**src/hw/rtl/sle_pkg.sv**
```systemverilog
// ----------------------------------------------------------------------------
// sle_pkg
// Shared constants, codes and controller/datapath interface types for the
// sequential list engine.
// ----------------------------------------------------------------------------
package sle_pkg;

	localparam int LIST_CAPACITY = 256;
	localparam int ELEMENT_WIDTH = 32;
	localparam int ADDR_W        = $clog2(LIST_CAPACITY);
	localparam int CNT_W         = $clog2(LIST_CAPACITY + 1);

	// fixed field widths of the stream items
	localparam int OPCODE_W   = 3;
	localparam int VALUE_W    = 32;
	localparam int POSITION_W = 8;
	localparam int STATUS_W   = 3;
	localparam int FOUND_W    = 8;
	localparam int COUNT_W    = 9;
	localparam int IN_TDATA_W  = 48;
	localparam int OUT_TDATA_W = 24;

	typedef enum logic [OPCODE_W-1:0] {
		OP_PUSH_HEAD = 3'd0,
		OP_PUSH_TAIL = 3'd1,
		OP_INSERT_AT = 3'd2,
		OP_POP_HEAD  = 3'd3,
		OP_POP_TAIL  = 3'd4,
		OP_REMOVE_AT = 3'd5,
		OP_FIND      = 3'd6,
		OP_NONE      = 3'd7
	} sle_op_t;

	typedef enum logic [STATUS_W-1:0] {
		ST_OK       = 3'd0,
		ST_FULL     = 3'd1,
		ST_EMPTY    = 3'd2,
		ST_BADPOS   = 3'd3,
		ST_NOTFOUND = 3'd4
	} sle_status_t;

	// controller to datapath
	typedef struct packed {
		logic load;    // capture the input item
		logic plan;    // decide status and set up the scan
		logic scan;    // issue reads while elements remain
		logic finish;  // commit and load the output register
	} sle_cmd_t;

	// datapath to controller
	typedef struct packed {
		logic scan_done;
		logic out_free;
	} sle_sts_t;

endpackage

```
**src/hw/rtl/sle_ctrl.sv**
```systemverilog
// ----------------------------------------------------------------------------
// sle_ctrl
// Controller: sequences capture, planning, element scan and commit for one
// item at a time.
// ----------------------------------------------------------------------------
module sle_ctrl import sle_pkg::*; (
	input  logic     clk,
	input  logic     arst_n,
	input  logic     in_valid,
	output logic     in_ready,
	input  sle_sts_t sts,
	output sle_cmd_t cmd
);

	typedef enum logic [1:0] {
		S_IDLE,
		S_PLAN,
		S_SCAN,
		S_FINISH
	} state_t;

	state_t state_q;

	always_ff @(posedge clk or negedge arst_n) begin
		if (!arst_n) begin
			state_q <= S_IDLE;
		end else begin
			unique case (state_q)
				S_IDLE: begin
					if (in_valid) state_q <= S_PLAN;
				end
				S_PLAN: begin
					state_q <= S_SCAN;
				end
				S_SCAN: begin
					if (sts.scan_done) state_q <= S_FINISH;
				end
				S_FINISH: begin
					// hold until the output register is free
					if (sts.out_free) state_q <= S_IDLE;
				end
				default: begin
					state_q <= S_IDLE;
				end
			endcase
		end
	end

	assign in_ready   = (state_q == S_IDLE);
	assign cmd.load   = (state_q == S_IDLE) && in_valid;
	assign cmd.plan   = (state_q == S_PLAN);
	assign cmd.scan   = (state_q == S_SCAN);
	assign cmd.finish = (state_q == S_FINISH) && sts.out_free;

endmodule

```
**config.mk**
```make
export PLATFORM = sky130hd
export DESIGN_NAME = sle_ctrl
export DESIGN_NICKNAME = d
export VERILOG_FILES = /design/src/hw/rtl/sle_pkg.sv /design/src/hw/rtl/sle_ctrl.sv
export SDC_FILE = /design/constraint.sdc
export NUM_CORES = 1
export LEC_CHECK = 0
export BUFFER_PORTS_ARGS = -buffer_cell sky130_fd_sc_hd__buf_2
export CORE_AREA = 3 3 40 42
export CTS_CLUSTER_SIZE = 20
export DETAILED_ROUTE_END_ITERATION = 8
export DIE_AREA = 0 0 43 45
export PLACE_DENSITY_LB_ADDON = 0.15
export RECOVER_POWER = 50
export SLEW_MARGIN = 0
export SYNTH_ARGS = -nofsm -noshare
export SYNTH_HDL_FRONTEND = slang
export SYNTH_SLANG_ARGS = --single-unit
export TNS_END_PERCENT = 20
```
**constraint.sdc**
```tcl
create_clock -name clk -period 1.69 [get_ports clk]
set_input_delay 0.0845 -clock clk [delete_from_list [all_inputs] [get_ports clk]]
set_output_delay 0.0845 -clock clk [all_outputs]
set_load 0.02 [all_outputs]
```
==> metrics.md <==
| Metric | Value |
|---|---|
| Horiz. Die Dim | `43 um` |
| Initial antenna violation count | `0` |
| Delay-heaviest family, CP | `flip-flops` |
| Via Count | `165` |
| Final cycle utilization of the critical path | `94.8%` |
| Fillers | `148` |
| CTS resizes | `0` |
| Startpoint types | `flip-flop` |
| Avg Vias per Cell | `3.51` |
| Critical Path Slowest Stage Cell | `dfrtp_1` |
| Crit path buf inv count | `2` |
| Run status | `completed` |
| Max Clk Rate | `624 MHz` |
| Area of the multi-input gates | `98.8 um^2` |
| Max reg flops | `2` |
| Reg2reg end | `state_q[1]` |
| CP Capture Point | `state_q[1]` |
| Worst hold path type | `in -> async` |
| Reg2Reg Depth | `5` |
| Final Slew Violations | `0` |
| Hold WS | `0.168 ns` |
| Minimum clock period | `1.60 ns` |
| Core area | `1280 um^2` |
| Global route overflow | `0` |
| DRT Pass-1 Iters | `4` |
| # diodes | `0` |
| Largest Register | `state_q` |
| Slowest cell delay on critical path | `0.37 ns` |
| Synth Register Bits | `2` |
| Final hold viol count | `0` |
| CTS Buf Count | `3` |
| CP Cell Sequence | `inv_1 -> ha_1 -> a222oi_1 -> buf_4 -> mux2_1` |
| Worst R2R Setup Slack | `0.09 ns` |
| Sequential fraction of the synthesis area | `29.9%` |
| Commonest non-fill, non-tap cells in the layout | `buf_2, inv_1, ha_1` |
| Routed WL | `383 um` |
| CTS tree | `built` |
| Reg clk slew, reported paths | `0.03 ns` |
| Largest buffer count on any clock path | `2` |
| DP HPWL | `340 um` |
| Placer Congestion | `0.698` |
| Rel. slew slack | `79.3%` |
| # IOs | `10` |
| Instance count on the critical path | `5` |
| Max Clock Skew | `0.00581 ns` |
| Crit end category | `flip-flop` |
| GRT Util Overall | `4.75%` |
| H-tree depth | `1` |
| Register area | `50.0 um^2` |
| Final #Nets | `43` |
| P_leak | `0.000161 uW` |
| Power Density | `1930 nW/um^2` |
| # Max-Cap Violations | `0` |
| Residual DRC | `0` |
| Post-CTS setup buffer count | `0` |
| Commonest non-fill, non-tap cell in the layout | `buf_2` |
| Post-route core utilization | `21.4%` |
| Design area | `275 um^2` |
| CP Data Required Time | `1.79 ns` |
| Post-synth net total | `26` |
| Peak fanout along the critical path | `3` |
| Synthesis-to-layout area growth | `64.2%` |
| Setup TNS | `0 ns` |
| Worst-Skew Late Latency | `0.22 ns` |
| Die area | `1940 um^2` |
| Tot Pwr | `531 uW` |
| Worst setup startpoint | `state_q[0]` |
| Vias in the first global route | `166` |
| Unrepaired setup endpoints after global routing | `false` |
| Netlist cell types | `9` |
| Worst Max-Slew Pin Slew | `0.310 ns` |
| Antenna Nets Post-Route | `0` |
| WS Path Type | `reg -> reg` |
| First-pass GRT wire length | `600 um` |
| Clock Tree Root | `clkbuf_4` |
| Peak VDD IR | `606 uV` |
| Syn Area/Cell | `9.86 um^2` |
| Yosys Warn Count | `0` |
| Initial Util | `13.0%` |
| Largest net degree at the start of global routing | `5` |
| Worst R2R Start | `state_q[0]` |
| First DRT Iteration DRCs | `2` |
| Port Buffers | `9` |
| Row cnt | `13` |
| Clock sinks | `2` |
| Largest registers | `state_q: 2 flops` |
| Synthesized area | `168 um^2` |
| Die H | `45 um` |
| Layout cells sized above 1 | `37.5%` |
| Area of placed instances | `246 um^2` |
| Post-Syn Instances | `17` |
| # setup viols final | `0` |
| Crit path DAT | `1.70 ns` |
| WL per Instance | `8.15 um` |
[worst register-to-register path, delay by kind of cell (launching register included)]
kind / cells / cell delay (ns)
adders and majority gates: 1 / 0.22
AOI/OAI and AO/OA: 1 / 0.31
DFF: 1 / 0.37
buffers and inverters: 2 / 0.27
muxes: 1 / 0.32
[stage by stage]
| stage | cells | setup slack, ns |
|---|---|---|
| 4_1_cts | 47 | 0.0525 |
| 3_3_place_gp | 43 | 0.0521 |
| 6_report | 47 | 0.0885 |
| 3_5_place_dp | 43 | 0.0610 |
| 2_1_floorplan | 17 | 0.0561 |
| 5_1_grt | 47 | 0.00246 |
[area by class of cell]
class / count / share of cell area, %
well taps: 15 / 6.82
flip-flops and latches: 2 / 18.2
clock buffers: 3 / 8.18
repair buffers: 12 / 24.1
inverters: 5 / 6.82
multi-input cells: 10 / 35.9
[where the power goes]
group	internal [uW]	total, uW	switching (uW)
Clock	78.3	105	26.5
Combinational	144	326	182
Sequential	76.1	100	24.2
Total	299	531	232
[synth_stat cells, drive strengths merged]
library cell | n | area (um^2)
a222oi | 1 | 10.0
and2 | 2 | 13.8
dfrtp | 2 | 50.1
ha | 4 | 50.1
inv | 5 | 18.8
mux2 | 1 | 11.3
mux2i | 1 | 10.0
nor2 | 1 | 3.75
[timing repair]
item                                    4_1_cts  5_1_grt
hold buffers                                  1        0
endpoints found under the setup margin        0        1
endpoints found under the hold margin         2        0
[logic make-up after synthesis]
kind of cell | after synthesis | share of synthesized area [%]
flip-flops | 2 | 29.9
adder cells (fa/ha/maj) | 4 | 29.9
multiplexers | 2 | 12.7
AND/OR/NAND/NOR | 3 | 10.4
AO/OA/AOI/OAI | 1 | 5.97
buffers and inverters | 5 | 11.2
[routing by layer]
metal	GRT usage [%]	routed length [um]
met2	6.29	154
met5	0	0
met1	3.86	176
met3	4.38	51
met4	5.42	0
[worst min path at each step]
stage / start / to / slack [ns]
2_1_floorplan: arst_n / state_q[0] / -0.21
3_3_place_gp: arst_n / state_q[0] / -0.13
3_5_place_dp: arst_n / state_q[0] / -0.13
4_1_cts: arst_n / state_q[1] / 0.16
5_1_grt: arst_n / state_q[1] / 0.17
6_report: arst_n / state_q[1] / 0.17
(Power assumes the default switching activity.)
